**src/sv/pngunf_pkg.sv**
```systemverilog
package pngunf_pkg;

  localparam int MAX_ROW_BYTES   = 16384;
  localparam int MAX_PIXEL_BYTES = 8;

  localparam int ROWPIX_W = 15;
  localparam int BPP_W    = 4;
  localparam int ROWS_W   = 16;
  localparam int RB_W     = ROWPIX_W + BPP_W;
  localparam int CW       = $clog2(MAX_ROW_BYTES + 1);
  localparam int AW       = $clog2(MAX_ROW_BYTES);
  localparam int KW       = (MAX_PIXEL_BYTES > 1) ? $clog2(MAX_PIXEL_BYTES) : 1;
  localparam int CNT_W    = $clog2(CW);

  localparam logic [2:0] FILT_NONE  = 3'd0;
  localparam logic [2:0] FILT_SUB   = 3'd1;
  localparam logic [2:0] FILT_UP    = 3'd2;
  localparam logic [2:0] FILT_AVG   = 3'd3;
  localparam logic [2:0] FILT_PAETH = 3'd4;
  localparam logic [7:0] FILT_LIMIT = 8'd5;

  localparam logic [1:0] ST_OK         = 2'd0;
  localparam logic [1:0] ST_BAD_FILTER = 2'd1;
  localparam logic [1:0] ST_OVERRUN    = 2'd2;

  localparam logic [1:0] REG_ROW_PIXELS = 2'd0;
  localparam logic [1:0] REG_BPP        = 2'd1;
  localparam logic [1:0] REG_IMAGE_ROWS = 2'd2;

  typedef enum logic [1:0] {
    TOK_NONE,
    TOK_STATUS,
    TOK_DATA
  } tok_e;

  typedef struct packed {
    logic [ROWPIX_W-1:0] row_pixels;
    logic [BPP_W-1:0]    bytes_per_pixel;
    logic [ROWS_W-1:0]   image_rows;
  } cfg_t;

  typedef struct packed {
    tok_e          kind;
    logic          clr;
    logic [1:0]    status;
    logic [7:0]    data;
    logic [2:0]    filt;
    logic [AW-1:0] idx;
    logic [KW-1:0] k;
    logic          a_ok;
    logic          first;
    logic          row_end;
    logic          image_end;
  } tok_t;

  typedef struct packed {
    logic          busy;
    logic          done;
    logic [KW-1:0] k;
  } rem_t;

endpackage

```
**src/sv/pngunf_rem.sv**
```systemverilog
module pngunf_rem import pngunf_pkg::*; (
  input  logic             clk_i,
  input  logic             rst_ni,
  input  logic             start_i,
  input  logic [CW-1:0]    dividend_i,
  input  logic [BPP_W-1:0] divisor_i,
  output rem_t             rem_o
);

  logic             busy_q;
  logic             done_q;
  logic [CNT_W-1:0] cnt_q;
  logic [BPP_W-1:0] r_q;
  logic [BPP_W:0]   r_shift;
  logic [BPP_W:0]   r_sub;
  logic [BPP_W-1:0] r_d;

  always_comb begin
    r_shift = {r_q, dividend_i[cnt_q]};
    r_sub   = r_shift - {1'b0, divisor_i};
    r_d     = (r_shift >= {1'b0, divisor_i}) ? r_sub[BPP_W-1:0] : r_shift[BPP_W-1:0];
  end

  always_ff @(posedge clk_i or negedge rst_ni) begin
    if (!rst_ni) begin
      busy_q <= 1'b0;
      done_q <= 1'b0;
      cnt_q  <= '0;
      r_q    <= '0;
    end else begin
      done_q <= 1'b0;
      if (start_i) begin
        busy_q <= 1'b1;
        cnt_q  <= CNT_W'(CW - 1);
        r_q    <= '0;
      end else if (busy_q) begin
        r_q   <= r_d;
        cnt_q <= cnt_q - 1'b1;
        if (cnt_q == '0) begin
          busy_q <= 1'b0;
          done_q <= 1'b1;
        end
      end
    end
  end

  assign rem_o.busy = busy_q | done_q;
  assign rem_o.done = done_q;
  assign rem_o.k    = r_q[KW-1:0];

endmodule

```
**config.mk**
```make
export PLATFORM = sky130hd
export DESIGN_NAME = pngunf_rem
export DESIGN_NICKNAME = d
export VERILOG_FILES = /design/src/sv/pngunf_pkg.sv /design/src/sv/pngunf_rem.sv
export SDC_FILE = /design/constraint.sdc
export NUM_CORES = 1
export LEC_CHECK = 0
export BUFFER_PORTS_ARGS = -buffer_cell sky130_fd_sc_hd__buf_2
export CORE_MARGIN = 8
export CORE_UTILIZATION = 44
export CTS_CLUSTER_DIAMETER = 40
export CTS_CLUSTER_SIZE = 14
export DETAILED_ROUTE_END_ITERATION = 16
export HOLD_SLACK_MARGIN = 0.05
export PLACE_DENSITY = 0.74
export SKIP_CTS_REPAIR_TIMING = 1
export SYNTH_ARGS = -nofsm -noshare
export SYNTH_HDL_FRONTEND = slang
export SYNTH_SLANG_ARGS = --single-unit
```
**constraint.sdc**
```tcl
create_clock -name clk_i -period 2.5 [get_ports clk_i]
set_clock_uncertainty 0.05 [all_clocks]
set_input_delay 0.25 -clock clk_i [delete_from_list [all_inputs] [get_ports clk_i]]
set_output_delay 0.25 -clock clk_i [all_outputs]
set_load 0.01 [all_outputs]
```
==> out/results.txt <==
Relative slew margins - 62.5%
Flop2flop setup slack - -110 ps
Final slew viol count - 0
Area grow syn2layout - 30.6%
Seq cells post-synth - 10
Yosys warnings - 0
Hold path startpoint - start_i
CP max-delay cell - mux4_2
Crit path max-delay family - multiplexers
Synth Instances - 83
PwrDens - 762 nW/µm²
WHS Path Cells - 2
Syn_nets - 112
Fraction of registers with async set or reset after synthesis - 100%
Static leakage - 0.000530 µW
CP Data Arrival Time - 2740 ps
Tcrit/Tclk final - 104%
Final Critical Period - 2610 ps
Drt wl/cell - 14.5 µm
Setup CP Type - register to register
Reg-to-Reg Start - cnt_q[0]
Critical path startpoint category - register
Ys flop type - dfrtp_1
Critical Path Sink Type - register
Initial Utilization - 47.1%
Die area - 3510 µm²
Final Cell Area - 1070 µm²
Largest net degree at the start of global routing - 21
Critical Path, Cell by Cell - mux4_2, mux2i_2, a2bb2oi_2, ha_1, nand4_1, nand2_2, or4b_1, a31oi_1
Hold EP - cnt_q[0]
Core area - 1750 µm²
Inserted Clock Buffers - 3
Width of the die - 59.2 µm
Mapped Avg Cell Area - 9.90 µm²
Core Rows - 15
DP HPWL - 1490 µm
Drt total wl - 1970 µm
Worst Path Max Fanout - 5
Max VDD drop - 0.000395 V
Setup TNS Final - -205 ps
Fraction of layout cells with a size suffix above 1 - 46.8%
Most common cell after layout, fill and taps aside - buf_2
Reg-to-Reg End - r_q[0]
Sequential fraction of the synthesis area - 30.4%
Worst-path clk slew - 60 ps
Post-route worst setup slack - -106 ps
Clock sinks - 10
Total gr overflow - 0
Top Ports - 27
WP data required - 2630 ps
Violated checks - setup timing
Setup violators final - 3
Fmax - 384 MHz
Yosys cell types - 37
Clock tree root driver cell - clkbuf_4
TritonCTS clock tree - built
Placed inst area - 972 µm²
Synthesized cell area - 822 µm²
Max stage delay on crit path - 520 ps
Final net count - 142
Starting DRT DRC Count - 4
Vias per cell - 5.12
Tightest Pin Transition - 562 ps
Port Buffers - 26
Status - finished, violations left
Vias in the first global route - 692
Gr usage total - 10.6%
Clk buf depth - 2
Post-synth EDFFs - 0
Most frequent cells in the layout - 26 x buf_2, 9 x dfrtp_1, 7 x inv_1, 7 x buf_4, 6 x nor2_1
Global placer's final weighted congestion - 0.738
Final Hold Fails - 0
Number of diodes - 0
Die height - 59.2 µm
Vias - 696
Max cap viols - 0
First-pass GRT wire length - 2940 µm
RSZ-0062 raised after global routing - true
Reg2Reg Depth - 8
Routed Antenna Nets - 0
Clock Latency Late Sink - 260 ps
Remaining DRCs - 0
Initial antenna violation count - 0
Fillers - 158
CTS HTree Levels - 1
Worst Path Buf+Inv - 0
Pre-CTS setup slack - -223 ps
Initial DRT Pass Iterations - 3
Hold Path Class - input port to register
layout make-up:
type / instances / area (µm²) / share of cell area [%]
repair buffers: 34 / 193 / 17.9
well taps: 25 / 31.3 / 2.91
multi-input cells: 57 / 549 / 51.2
flip-flops and latches: 10 / 251 / 23.4
clock buffers: 3 / 22.5 / 2.10
inverters: 7 / 26.3 / 2.45
worst max-delay path by stage:
stage | to | cells past startpoint | slack, ps | start
5_1_grt | r_q[0] | 8 | -210 | cnt_q[0]
6_report | r_q[0] | 8 | -110 | cnt_q[0]
2_1_floorplan | r_q[0] | 10 | 30 | cnt_q[0]
3_5_place_dp | r_q[0] | 9 | -220 | cnt_q[0]
4_1_cts | r_q[0] | 9 | -210 | cnt_q[0]
3_3_place_gp | r_q[0] | 8 | -120 | cnt_q[0]
sequential cells by signal, indices dropped and copies added, names as in the netlist:
register  flops
busy_q        1
cnt_q         4
done_q        1
r_q           4
Yosys cell counts, drive strengths merged (3+ instances only):
master / n / area share, %
dfrtp: 10 / 30
inv: 7 / 3.2
buf: 6 / 5.6
ha: 6 / 9.1
nor2: 6 / 2.7
nand2b: 4 / 3.0
nor4b: 4 / 4.3
clkbuf: 3 / 1.4
mux4: 3 / 9.1
nand2: 3 / 1.4
o21ai: 3 / 1.8
per-layer routing:
layer | vias up | part of all wire [%] | GRT usage, %
met3 | 2 | 2.4 | 2.39
li1 | 348 | - | -
met1 | 337 | 41 | 11.4
met5 | - | 0 | 0
met4 | 0 | 0.31 | 4.10
met2 | 9 | 56 | 19.3
through the flow:
stage / utilization (%) / cells / total power (µW) / hold slack [ps]
global placement: 55.7 / 130 / 597 / 67.0
detailed placement: 55.7 / 130 / 609 / 76.2
finish: 61.5 / 136 / 818 / 238
CTS: 57.0 / 133 / 717 / -209
floorplan: - / 83 / 496 / -95.6
global route: 61.5 / 136 / 882 / 242
kinds of logic after synthesis:
family	share of synthesized area, %
adder cells (fa/ha/maj)	11.6
buffers and inverters	10.2
flip-flops	30.4
XOR/XNOR	3.20
AND/OR/NAND/NOR	21.0
AO/OA/AOI/OAI	12.0
multiplexers	11.6
power breakdown:
part,switching (µW),internal [µW]
registers,47.1,193
logic,205,266
clock network,51.8,55.5
total,304,515
Power figures use the tool's default switching activity.
