[config.mk]
export PLATFORM = sky130hd
export DESIGN_NAME = pngunf_ctrl
export DESIGN_NICKNAME = d
export VERILOG_FILES = /design/src/sv/pngunf_pkg.sv /design/src/sv/pngunf_ctrl.sv
export SDC_FILE = /design/constraint.sdc
export NUM_CORES = 1
export LEC_CHECK = 0
export ABC_AREA = 1
export BUFFER_PORTS_ARGS = -buffer_cell sky130_fd_sc_hd__buf_2
export CAP_MARGIN = 40
export CORE_ASPECT_RATIO = 0.7
export CORE_MARGIN = 2
export CORE_UTILIZATION = 35
export DETAILED_ROUTE_END_ITERATION = 8
export PLACE_DENSITY_LB_ADDON = 0.05
export SLEW_MARGIN = 20
export SYNTH_ARGS = -nofsm -noshare
export SYNTH_HDL_FRONTEND = slang
export SYNTH_SLANG_ARGS = --single-unit
[constraint.sdc]
create_clock -name clk_i -period 13.1 [get_ports clk_i]
set_input_delay 2.62 -clock clk_i [delete_from_list [all_inputs] [get_ports clk_i]]
set_output_delay 2.62 -clock clk_i [all_outputs]
set_load 0.01 [all_outputs]
[src/sv/pngunf_pkg.sv]
package pngunf_pkg;

  localparam int MAX_ROW_BYTES   = 16384;
  localparam int MAX_PIXEL_BYTES = 8;

  localparam int ROWPIX_W = 15;
  localparam int BPP_W    = 4;
  localparam int ROWS_W   = 16;
  localparam int RB_W     = ROWPIX_W + BPP_W;
  localparam int CW       = $clog2(MAX_ROW_BYTES + 1);
  localparam int AW       = $clog2(MAX_ROW_BYTES);
  localparam int KW       = (MAX_PIXEL_BYTES > 1) ? $clog2(MAX_PIXEL_BYTES) : 1;
  localparam int CNT_W    = $clog2(CW);

  localparam logic [2:0] FILT_NONE  = 3'd0;
  localparam logic [2:0] FILT_SUB   = 3'd1;
  localparam logic [2:0] FILT_UP    = 3'd2;
  localparam logic [2:0] FILT_AVG   = 3'd3;
  localparam logic [2:0] FILT_PAETH = 3'd4;
  localparam logic [7:0] FILT_LIMIT = 8'd5;

  localparam logic [1:0] ST_OK         = 2'd0;
  localparam logic [1:0] ST_BAD_FILTER = 2'd1;
  localparam logic [1:0] ST_OVERRUN    = 2'd2;

  localparam logic [1:0] REG_ROW_PIXELS = 2'd0;
  localparam logic [1:0] REG_BPP        = 2'd1;
  localparam logic [1:0] REG_IMAGE_ROWS = 2'd2;

  typedef enum logic [1:0] {
    TOK_NONE,
    TOK_STATUS,
    TOK_DATA
  } tok_e;

  typedef struct packed {
    logic [ROWPIX_W-1:0] row_pixels;
    logic [BPP_W-1:0]    bytes_per_pixel;
    logic [ROWS_W-1:0]   image_rows;
  } cfg_t;

  typedef struct packed {
    tok_e          kind;
    logic          clr;
    logic [1:0]    status;
    logic [7:0]    data;
    logic [2:0]    filt;
    logic [AW-1:0] idx;
    logic [KW-1:0] k;
    logic          a_ok;
    logic          first;
    logic          row_end;
    logic          image_end;
  } tok_t;

  typedef struct packed {
    logic          busy;
    logic          done;
    logic [KW-1:0] k;
  } rem_t;

endpackage

[src/sv/pngunf_ctrl.sv]
module pngunf_ctrl import pngunf_pkg::*; (
  input  logic          clk_i,
  input  logic          rst_ni,
  input  logic          in_valid_i,
  input  logic [7:0]    filtered_byte_i,
  input  logic          image_start_i,
  output logic          in_ready_o,
  input  logic          hold_i,
  input  logic          s1_ready_i,
  input  cfg_t          cfg_i,
  input  rem_t          rem_i,
  output logic [CW-1:0] dividend_o,
  output logic          tok_valid_o,
  output tok_t          tok_o,
  output logic          rd_en_o,
  output logic [AW-1:0] rd_addr_o
);

  logic [CW-1:0]     col_q, col_d, col_e, idx;
  logic [ROWS_W-1:0] row_q, row_d, row_e;
  logic [2:0]        filt_q, filt_d, filt_e;
  logic              first_q, first_d, first_e;
  logic              err_q, err_d, err_e;
  logic [KW-1:0]     k_q, k_d, k_e;
  logic [RB_W-1:0]   rb;
  logic              oversize;
  logic              acc;

  assign in_ready_o  = s1_ready_i && !hold_i;
  assign acc         = in_valid_i && in_ready_o;
  assign tok_valid_o = acc;
  assign dividend_o  = col_q - CW'(1);

  always_comb begin
    rb = RB_W'(cfg_i.row_pixels) * RB_W'(cfg_i.bytes_per_pixel);
    oversize = (cfg_i.row_pixels == '0) || (cfg_i.bytes_per_pixel == '0) ||
               (cfg_i.bytes_per_pixel > BPP_W'(MAX_PIXEL_BYTES)) ||
               (rb > RB_W'(MAX_ROW_BYTES));

    col_e   = image_start_i ? '0 : col_q;
    row_e   = image_start_i ? '0 : row_q;
    filt_e  = image_start_i ? FILT_NONE : filt_q;
    first_e = image_start_i ? 1'b1 : first_q;
    err_e   = image_start_i ? 1'b0 : err_q;
    k_e     = image_start_i ? '0 : k_q;
    idx     = col_e - CW'(1);

    col_d   = col_e;
    row_d   = row_e;
    filt_d  = filt_e;
    first_d = first_e;
    err_d   = err_e;
    k_d     = k_e;

    tok_o.kind      = TOK_NONE;
    tok_o.clr       = image_start_i;
    tok_o.status    = ST_OK;
    tok_o.data      = filtered_byte_i;
    tok_o.filt      = filt_e;
    tok_o.idx       = idx[AW-1:0];
    tok_o.k         = k_e;
    tok_o.a_ok      = RB_W'(idx) >= RB_W'(cfg_i.bytes_per_pixel);
    tok_o.first     = first_e;
    tok_o.row_end   = 1'b0;
    tok_o.image_end = 1'b0;
    rd_en_o         = 1'b0;

    if (oversize) begin
      tok_o.kind   = TOK_STATUS;
      tok_o.status = ST_OVERRUN;
    end else if (err_e) begin
      tok_o.kind   = TOK_STATUS;
      tok_o.status = ST_BAD_FILTER;
    end else if (row_e >= cfg_i.image_rows) begin
      tok_o.kind   = TOK_STATUS;
      tok_o.status = ST_OVERRUN;
    end else if (col_e == '0) begin
      if (filtered_byte_i >= FILT_LIMIT) begin
        err_d        = 1'b1;
        tok_o.kind   = TOK_STATUS;
        tok_o.status = ST_BAD_FILTER;
      end else begin
        filt_d = filtered_byte_i[2:0];
        col_d  = CW'(1);
        k_d    = '0;
      end
    end else if (RB_W'(idx) >= rb) begin
      col_d        = '0;
      tok_o.kind   = TOK_STATUS;
      tok_o.status = ST_OVERRUN;
    end else begin
      tok_o.kind = TOK_DATA;
      rd_en_o    = acc;
      if (RB_W'(col_e) >= rb) begin
        col_d           = '0;
        first_d         = 1'b0;
        row_d           = (row_e == '1) ? row_e : row_e + 1'b1;
        tok_o.row_end   = 1'b1;
        tok_o.image_end = row_d >= cfg_i.image_rows;
      end else begin
        col_d = col_e + 1'b1;
        k_d   = (BPP_W'(k_e) + 1'b1 == cfg_i.bytes_per_pixel) ? '0 : k_e + 1'b1;
      end
    end
  end

  assign rd_addr_o = idx[AW-1:0];

  always_ff @(posedge clk_i or negedge rst_ni) begin
    if (!rst_ni) begin
      col_q   <= '0;
      row_q   <= '0;
      filt_q  <= FILT_NONE;
      first_q <= 1'b1;
      err_q   <= 1'b0;
      k_q     <= '0;
    end else if (rem_i.done) begin
      k_q <= rem_i.k;
    end else if (acc) begin
      col_q   <= col_d;
      row_q   <= row_d;
      filt_q  <= filt_d;
      first_q <= first_d;
      err_q   <= err_d;
      k_q     <= k_d;
    end
  end

  a_phase_in_range: assert property (@(posedge clk_i) disable iff (!rst_ni)
    (!hold_i && col_q != '0 && cfg_i.bytes_per_pixel != '0 &&
     cfg_i.bytes_per_pixel <= BPP_W'(MAX_PIXEL_BYTES))
    |-> (BPP_W'(k_q) < cfg_i.bytes_per_pixel))
    else $error("pixel phase out of range");

endmodule

==> flow_summary.yaml <==
power_and_ir_drop:
  internal_power_mw: 0.454
  seqPwrFrac: 0.172
  vdd_ir_drop_max_mv: 0.0494
  clock_power_share: 0.154
  p_switching_mw: 0.514
  swShare: 0.531
  power.density_mw_per_mm2: 108
  p_leak_nw: 5.10
  finalPower_mw: 0.968
  comb_power_share: 0.674
setup_path:
  crit_top_cell: "nand2_1"
  slowest_delay_ns: 0.54
  cpMaxStageDelayCell: "fa_1"
  end_kind: "primary output"
  cp-start-kind: "primary input"
  arrival_ns: 7.76
  path_class: "primary input to primary output"
  critPathMaxFanout: 18
  cp_data_required_time_ns: 10.48
floorplan:
  fp.dieW_um: 186
  pin_count: 123
  core_mm2: 0.0227
  initial_utilization: 0.357
  rows: 46
  die_h_um: 131
  die_area_mm2: 0.0244
timing:
  setup_viol: 0
  tns_ns: 0
  min_period_ns: 10.38
  slew_viol_final: 0
  rsz0062_at_grt: "false"
  post-route-period-util: 0.792
  max_freq_mhz: 96.4
  max-slew-margin-rel: 0.565
  hold_viol_final: 0
  worst_slack_ns: 2.72
  worst_pin_slew_ns: 0.652
  fin_worst_skew_ns: 0.00543
status:
  outcome: "finished, final reports clean"
synth:
  synth_warnings: 0
  synth_edf_count: 0
  synth.top_cell.area_share: 0.150
  yosysSeqAreaShare: 0.121
  ys_top_cells_by_area: "nand2_1 15%, ha_1 14%, dfrtp_1 12%"
  ys_seq_elements: 39
  yosysTopAreaCell: "nand2_1"
  syn-num-nets: 1451
  ys_types: 51
  synth_common_cells: "323 x nand2_1, 236 x inv_1, 120 x nor2_1"
  netlist_area_mm2: 0.00809
  post_synth.cell_area_avg_um2: 6.32
  synth-async-reset-ratio: 1.00
  yosysMostFrequentCell: "nand2_1"
  synth_flop_cell: "dfrtp_1"
  synthCells: 1280
placed_design:
  place_ws_ns: 2.76
  hpwl_mm: 21.1
  dpl_cell_area_mm2: 0.00878
  gp_congestion: 0.890
  io_buffers: 121
routing:
  vias_per_cell: 4.75
  drtPass1Iterations: 5
  wirelength_mm: 25.4
  drc: 0
  vias: 7958
  drt.antenna.violating_nets: 0
  drt_iter0_markers: 521
  wire_per_inst_um: 15.1
cts:
  clockBufferDepth: 2
  cts_setup_buffers: 0
  htree_levels: 2
  cts-root-buf: "clkbuf_16"
  cts_resized: 0
  cts.reportedPaths.clkPinSlew_ns: 0.07
  clk_latency_ns: 0.30
  cts_buffers: 5
  hold_buffers: 0
  clock_sinks: 39
  cts_tree: "built"
global_route:
  grt_pass1_vias: 7084
  grt_max_degree: 40
  overflow: 0
  grt_antenna_before_repair: 0
  grt_pass1_wl_mm: 40.2
  grt_usage: 0.209
cells_and_area:
  diodes: 0
  fin_util: 0.395
  nets: 1535
  drive_above_1_share: 0.171
  synthToLayoutAreaGrowth_pct: 10.7
  postLayoutCellArea_mm2: 0.00895
run:
  cap_violations: 0
worst_hold_path:
  hold_class: "register to register"
==> registers in the layout, indices dropped and copies added (netlist names) <==
signal	cells
col_q	15
err_q	1
filt_q	3
first_q	1
k_q	3
row_q	16
==> layer usage <==
metal | up-vias | global-route usage | routed length [um]
met1 | 3565 | 0.368 | 14800
met3 | 6 | 0.0341 | 1640
met4 | 0 | 0.0122 | 77
met2 | 235 | 0.260 | 8900
met5 | - | 0 | 0
li1 | 4152 | - | -
==> layout by cell type (no fill, tap or decap), drive strengths merged <==
cell type  synthesis  routed
xnor2              9       9
nor3b              2       2
dfrtp             38      38
dfstp              1       1
o21ai             34      34
nor4               6       6
o221ai             1       1
a2111oi            1       1
ha                91      91
nand4             20      20
bufinv             0       1
a22oi              1       1
a21o               3       3
clkbuf            15       5
nor2             151     151
a211oi             2       2
nand3b             8       8
a31oi              7       7
o22ai              4       4
buf               35     127
a2111o             1       1
nand3             80      80
clkinv             2       3
or2                3       3
a21boi             2       2
nor3              21      21
inv              256     257
xor2              38      38
fa                26      26
a21oi             74      74
o211ai             3       3
o21a               2       2
nand2            343     343
==> cells by family after synthesis <==
logic type / synth area share
AND/OR/NAND/NOR: 0.366
XOR/XNOR: 0.0518
flip-flops: 0.121
AO/OA/AOI/OAI: 0.0930
adder cells (fa/ha/maj): 0.205
buffers and inverters: 0.163
==> metrics by stage <==
stage / cells / hold slack, ns
after global placement: 1669 / 0.469
after global routing: 1677 / 0.505
after CTS: 1677 / 0.485
final: 1677 / 0.480
after floorplan: 1280 / 0.449
after detailed placement: 1669 / 0.466
==> power groups by stage <==
stage | Combinational [mW] | Sequential, mW | Clock [mW]
floorplan | 0.476 | 0.159 | 0
detailed placement | 0.648 | 0.168 | 0
CTS | 0.653 | 0.166 | 0.153
global placement | 0.647 | 0.169 | 0
finish | 0.652 | 0.166 | 0.149
global route | 0.742 | 0.170 | 0.158
==> area by class of cell <==
class	instances	area (um^2)
sequential	39	977
multi-input combinational	933	5790
clock inverter	3	47.5
tap	312	390
timing repair buffer	127	651
fill	2548	13700
inverter	258	968
clock buffer	5	125
==> final timing paths <==
path                       cells past startpoint   endpoint  slack, ns       from
min in group asynchronous                      2     k_q[1]       2.39     rst_ni
hold reg to reg                                2  filt_q[1]       0.48  filt_q[1]
max in group asynchronous                      2    first_q      10.32     rst_ni
setup reg to reg                              24   row_q[3]       8.39   col_q[0]
hold / removal                                 2  filt_q[1]       0.48  filt_q[1]
setup / recovery                              33   tok_o[1]       2.72  cfg_i[19]
==> critical path, delay by kind of cell <==
kind / cells / cell delay [ns]
buffers and inverters: 7 / 0.86
adder cells (fa/ha/maj): 4 / 1.78
AND/OR/NAND/NOR: 22 / 2.46
Note: power is estimated with default switching activity, not from simulation.
