<file path="src/sv/pngunf_pkg.sv">
package pngunf_pkg;

  localparam int MAX_ROW_BYTES   = 16384;
  localparam int MAX_PIXEL_BYTES = 8;

  localparam int ROWPIX_W = 15;
  localparam int BPP_W    = 4;
  localparam int ROWS_W   = 16;
  localparam int RB_W     = ROWPIX_W + BPP_W;
  localparam int CW       = $clog2(MAX_ROW_BYTES + 1);
  localparam int AW       = $clog2(MAX_ROW_BYTES);
  localparam int KW       = (MAX_PIXEL_BYTES > 1) ? $clog2(MAX_PIXEL_BYTES) : 1;
  localparam int CNT_W    = $clog2(CW);

  localparam logic [2:0] FILT_NONE  = 3'd0;
  localparam logic [2:0] FILT_SUB   = 3'd1;
  localparam logic [2:0] FILT_UP    = 3'd2;
  localparam logic [2:0] FILT_AVG   = 3'd3;
  localparam logic [2:0] FILT_PAETH = 3'd4;
  localparam logic [7:0] FILT_LIMIT = 8'd5;

  localparam logic [1:0] ST_OK         = 2'd0;
  localparam logic [1:0] ST_BAD_FILTER = 2'd1;
  localparam logic [1:0] ST_OVERRUN    = 2'd2;

  localparam logic [1:0] REG_ROW_PIXELS = 2'd0;
  localparam logic [1:0] REG_BPP        = 2'd1;
  localparam logic [1:0] REG_IMAGE_ROWS = 2'd2;

  typedef enum logic [1:0] {
    TOK_NONE,
    TOK_STATUS,
    TOK_DATA
  } tok_e;

  typedef struct packed {
    logic [ROWPIX_W-1:0] row_pixels;
    logic [BPP_W-1:0]    bytes_per_pixel;
    logic [ROWS_W-1:0]   image_rows;
  } cfg_t;

  typedef struct packed {
    tok_e          kind;
    logic          clr;
    logic [1:0]    status;
    logic [7:0]    data;
    logic [2:0]    filt;
    logic [AW-1:0] idx;
    logic [KW-1:0] k;
    logic          a_ok;
    logic          first;
    logic          row_end;
    logic          image_end;
  } tok_t;

  typedef struct packed {
    logic          busy;
    logic          done;
    logic [KW-1:0] k;
  } rem_t;

endpackage

</file>
<file path="src/sv/pngunf_recon.sv">
module pngunf_recon import pngunf_pkg::*; (
  input  logic          clk_i,
  input  logic          rst_ni,
  input  logic          tok_valid_i,
  input  tok_t          tok_i,
  output logic          s1_ready_o,
  input  logic [7:0]    rd_data_i,
  output logic          wr_en_o,
  output logic [AW-1:0] wr_addr_o,
  output logic [7:0]    wr_data_o,
  output logic          out_valid_o,
  input  logic          out_ready_i,
  output logic [7:0]    pixel_byte_o,
  output logic [1:0]    status_o,
  output logic          row_end_o,
  output logic          image_end_o
);

  function automatic logic [9:0] abs10(input logic signed [9:0] v);
    abs10 = (v < 0) ? 10'(-v) : 10'(v);
  endfunction

  logic          s1_valid_q;
  tok_t          s1_q;
  logic          has_res, go;
  logic [7:0]    left_q [MAX_PIXEL_BYTES];
  logic [7:0]    ul_q [MAX_PIXEL_BYTES];
  logic [7:0]    a, b, c, pred, x;
  logic [8:0]    sum_ab;
  logic [9:0]    pa, pb, pc;
  logic          out_valid_q;
  logic [7:0]    px_q;
  logic [1:0]    st_q;
  logic          re_q, ie_q;

  assign has_res    = s1_q.kind != TOK_NONE;
  assign go         = s1_valid_q && (!has_res || !out_valid_q || out_ready_i);
  assign s1_ready_o = !s1_valid_q || go;

  always_comb begin
    a      = s1_q.a_ok ? left_q[s1_q.k] : 8'd0;
    b      = s1_q.first ? 8'd0 : rd_data_i;
    c      = (s1_q.a_ok && !s1_q.first) ? ul_q[s1_q.k] : 8'd0;
    sum_ab = {1'b0, a} + {1'b0, b};
    pa     = abs10($signed({2'b00, b}) - $signed({2'b00, c}));
    pb     = abs10($signed({2'b00, a}) - $signed({2'b00, c}));
    pc     = abs10($signed({2'b00, a}) + $signed({2'b00, b}) - $signed({1'b0, c, 1'b0}));
    case (s1_q.filt)
      FILT_SUB:   pred = a;
      FILT_UP:    pred = b;
      FILT_AVG:   pred = sum_ab[8:1];
      FILT_PAETH: begin
        if (pa <= pb && pa <= pc) begin
          pred = a;
        end else if (pb <= pc) begin
          pred = b;
        end else begin
          pred = c;
        end
      end
      default:    pred = 8'd0;
    endcase
    x = s1_q.data + pred;
  end

  assign wr_en_o   = go && (s1_q.kind == TOK_DATA);
  assign wr_addr_o = s1_q.idx;
  assign wr_data_o = x;

  always_ff @(posedge clk_i or negedge rst_ni) begin
    if (!rst_ni) begin
      s1_valid_q <= 1'b0;
    end else if (tok_valid_i) begin
      s1_valid_q <= 1'b1;
    end else if (go) begin
      s1_valid_q <= 1'b0;
    end
  end

  always_ff @(posedge clk_i) begin
    if (tok_valid_i) begin
      s1_q <= tok_i;
    end
  end

  always_ff @(posedge clk_i or negedge rst_ni) begin
    if (!rst_ni) begin
      for (int i = 0; i < MAX_PIXEL_BYTES; i++) begin
        left_q[i] <= 8'd0;
        ul_q[i]   <= 8'd0;
      end
    end else if (go) begin
      if (s1_q.clr) begin
        for (int i = 0; i < MAX_PIXEL_BYTES; i++) begin
          left_q[i] <= 8'd0;
          ul_q[i]   <= 8'd0;
        end
      end else if (s1_q.kind == TOK_DATA) begin
        left_q[s1_q.k] <= x;
        ul_q[s1_q.k]   <= b;
      end
    end
  end

  always_ff @(posedge clk_i or negedge rst_ni) begin
    if (!rst_ni) begin
      out_valid_q <= 1'b0;
    end else if (go && has_res) begin
      out_valid_q <= 1'b1;
    end else if (out_ready_i) begin
      out_valid_q <= 1'b0;
    end
  end

  always_ff @(posedge clk_i) begin
    if (go && has_res) begin
      if (s1_q.kind == TOK_DATA) begin
        px_q <= x;
        st_q <= ST_OK;
        re_q <= s1_q.row_end;
        ie_q <= s1_q.image_end;
      end else begin
        px_q <= 8'd0;
        st_q <= s1_q.status;
        re_q <= 1'b0;
        ie_q <= 1'b0;
      end
    end
  end

  assign out_valid_o  = out_valid_q;
  assign pixel_byte_o = px_q;
  assign status_o     = st_q;
  assign row_end_o    = re_q;
  assign image_end_o  = ie_q;

  a_err_zero: assert property (@(posedge clk_i) disable iff (!rst_ni)
    (out_valid_o && status_o != ST_OK) |-> (pixel_byte_o == 8'd0 && !row_end_o))
    else $error("error word carries data");

  a_image_end_row_end: assert property (@(posedge clk_i) disable iff (!rst_ni)
    (out_valid_o && image_end_o) |-> row_end_o)
    else $error("image end without row end");

  a_write_on_data: assert property (@(posedge clk_i) disable iff (!rst_ni)
    wr_en_o |-> (s1_valid_q && s1_q.kind == TOK_DATA && !s1_q.clr))
    else $error("line store written by a non-data word");

endmodule

</file>
<file path="config.mk">
export PLATFORM = sky130hd
export DESIGN_NAME = pngunf_recon
export DESIGN_NICKNAME = d
export VERILOG_FILES = /design/src/sv/pngunf_pkg.sv /design/src/sv/pngunf_recon.sv
export SDC_FILE = /design/constraint.sdc
export NUM_CORES = 1
export LEC_CHECK = 0
export ABC_CLOCK_PERIOD_IN_PS = 14400
export BUFFER_PORTS_ARGS = -buffer_cell sky130_fd_sc_hd__buf_4
export CORE_MARGIN = 4
export CORE_UTILIZATION = 33
export CTS_BUF_LIST = sky130_fd_sc_hd__clkbuf_4 sky130_fd_sc_hd__clkbuf_8
export DETAILED_ROUTE_END_ITERATION = 7
export PLACE_DENSITY = 0.45
export SETUP_SLACK_MARGIN = 0.15
export SLEW_MARGIN = 20
export SYNTH_ARGS = -nofsm -noshare
export SYNTH_HDL_FRONTEND = slang
export SYNTH_SLANG_ARGS = --single-unit
</file>
<file path="constraint.sdc">
create_clock -name clk_i -period 14.4 [get_ports clk_i]
set_clock_uncertainty 0.2 [all_clocks]
set_input_delay 2.88 -clock clk_i [delete_from_list [all_inputs] [get_ports clk_i]]
set_output_delay 2.88 -clock clk_i [all_outputs]
set_load 0.01 [all_outputs]
</file>
==> out/metrics.yaml <==
detailed_routing:
  dr.pass1.iters: 5
  drc: 0
  ant_nets: 0
  viasPerCell: 5.40
  wirelength_mm: 36.4
  first_iter_violations: 689
  wl_per_cell_um: 22.8
  vias: 8610
yosys:
  synth_area_sq_um: 11000
  synth_cell_types: 72
  synth_common_cells: "dfrtp_1, nand2_1, o31ai_1"
  synth-edff-count: 49
  synth_most_common_cell: "dfrtp_1"
  ys_seq_elements: 179
  synth_top_area_cell: "dfrtp_1"
  synthFlopType: "dfrtp_1"
  ys_seq_area_frac: 0.431
  yosys.area.top_type_share: 0.297
  async_reset_ff_frac: 0.726
  avgSynthCellArea_sq_um: 10.1
  syn_inst: 1083
  synthTopCellsByArea: "dfrtp_1, edfxtp_1, ha_1, o31ai_1, nand2_1"
  synth_warnings: 0
worst_setup_path:
  cp-startpoint: "rd_data_i[4]"
  cp_slowest_cell: "or4b_2"
  critPathMaxStageDelay_ns: 0.64
  regToRegSetupSlack_ns: 4.59
  cp-start-kind: "input pin"
  criticalPathCategory: "input pin to output pin"
  regToRegStartpoint: "s1_q[5]"
  cp.arrival_ns: 10.09
  cp_max_fo: 10
  critPathCaptureType: "output pin"
  cp.required_ns: 11.32
timing:
  hold_viol: 0
  max-slew-margin-rel: 0.273
  setup_violations: 0
  slew_violations: 0
  timing.fmax_mhz: 75.9
  worst_slew_pin_slew_ns: 1.08
  rsz0062_at_grt: "false"
  fin_crit_ns: 13.17
  post-route-period-util: 0.915
  fin_setup_tns_ns: 0
grt:
  antenna_found_initial: 0
  grt_pass1_vias: 8521
  grt_overflow: 0
  grt_max_degree: 82
  grt.total_usage: 0.201
  grt_pass1_wl_mm: 55.0
cells_and_area:
  nets: 1269
  multi_input_area_sq_um: 5800
  n_fill_cell: 3376
  diodes: 0
  drive_above_1_share: 0.158
  regArea_sq_um: 4720
  area_growth_pct: 14.5
die:
  rows: 66
  initial_core_util: 0.335
  ios: 86
  die-area_sq_um: 36200
  core_area_sq_um: 32700
  fp.dieW_um: 190
  die_height_um: 190
cts:
  cts_root_buffer: "clkbuf_8"
  clkTransAtPathRegs_ns: 0.10
  post_cts_resized: 0
  cts.sinks: 179
  htreeDepth: 4
  postCtsSetupBuffers: 0
  cts_tree: "built"
  clk_latency_ns: 0.48
  clockBufferDepth: 2
  cts-buffers-inserted: 17
  hold_buffers: 0
placed_design:
  gp_congestion: 0.815
  io_buffers: 85
  dp_hpwl_mm: 25.5
power:
  p_leak_nw: 5.37
  power_density_nw_per_um2: 108
  peakVddDrop_uv: 97.6
  power_w: 0.00136
run:
  cap_violations: 0
hold_path:
  hp-class: "register to register"
  hold_start: "left_q[16]"
outcome:
  status: "complete, no violations"
-- per-layer routing --
metal  global-route usage  part of all wire  up-vias
li1                     -                 -     4118
met1                0.290              0.47     4196
met2                0.316              0.45      267
met3               0.0388             0.056       29
met4               0.0423             0.018        0
met5                    0                 0        -
-- layout by cell type, fill, tap and decap left out, types with 17 or more instances in the layout --
master,n
dfrtp_1,130
nand2_1,119
buf_4,111
o31ai_1,89
ha_1,70
nor2_1,56
inv_1,54
a22oi_1,50
edfxtp_1,49
a22o_1,39
a21oi_1,31
xnor2_1,28
nand2b_1,26
nor2b_1,19
o21ai_0,17
clkbuf_8,17
-- worst max-delay path: cells and delay by family --
family,cells,cell delay [ns]
buf+inv,5,0.47
simple gates,9,2.74
fa+ha+maj,4,1.53
xor+xnor,1,0.09
mux,1,0.25
compound gates,10,2.13
-- state kept, by name, indices dropped and copies added (netlist names) --
name          count
left_q           64
ul_q             64
s1_q             23
wr_addr_o        14
pixel_byte_o      8
status_o          2
image_end_o       1
out_valid_o       1
row_end_o         1
s1_valid_q        1
-- kinds of logic (layout without fill, tap and decap cells) --
| logic type | count (synthesis) | in the layout | synth area share |
|---|---|---|---|
| buf+inv | 131 | 198 | 0.0503 |
| fa+ha+maj | 81 | 81 | 0.0999 |
| compound gates | 340 | 340 | 0.234 |
| other cells | 2 | 4 | 0.000685 |
| mux | 13 | 13 | 0.0144 |
| xor+xnor | 45 | 45 | 0.0404 |
| flops | 179 | 179 | 0.431 |
| simple gates | 292 | 292 | 0.129 |
-- where the power goes --
group / total, W / leakage [nW] / switching, W / internal [W]
Clock: 0.000377 / 0.219 / 0.000225 / 0.000151
Sequential: 0.000564 / 2.28 / 0.0000166 / 0.000547
Combinational: 0.000421 / 2.87 / 0.000263 / 0.000158
-- final timing paths --
kind                       cells past startpoint         endpoint
min                                            2       left_q[16]
max in group asynchronous                      2         ul_q[53]
max reg2reg                                   34  pixel_byte_o[7]
max                                           30     wr_data_o[7]
min in group asynchronous                      1         ul_q[15]
min reg2reg                                    2       left_q[16]
-- per-stage QoR --
stage,std cells,hold slack [ns],cell area [sq um],utilization,worst slack (ns)
after floorplan,1085,0.243,11000,-,2.26
after global placement,1562,0.260,12100,0.371,1.35
after detailed placement,1562,0.266,12100,0.371,1.19
after CTS,1594,0.289,12600,0.384,1.18
after global routing,1594,0.311,12600,0.384,0.536
final,1594,0.288,12600,0.384,1.23
-- final cells by class --
| type | count | area share |
|---|---|---|
| Multi-Input combinational cell | 775 | 0.462 |
| Clock inverter | 15 | 0.0162 |
| Tap cell | 442 | 0.0440 |
| Sequential cell | 179 | 0.376 |
| Timing Repair Buffer | 112 | 0.0672 |
| Inverter | 54 | 0.0161 |
| Clock buffer | 17 | 0.0186 |
Note: power is estimated with default switching activity, not from simulation.
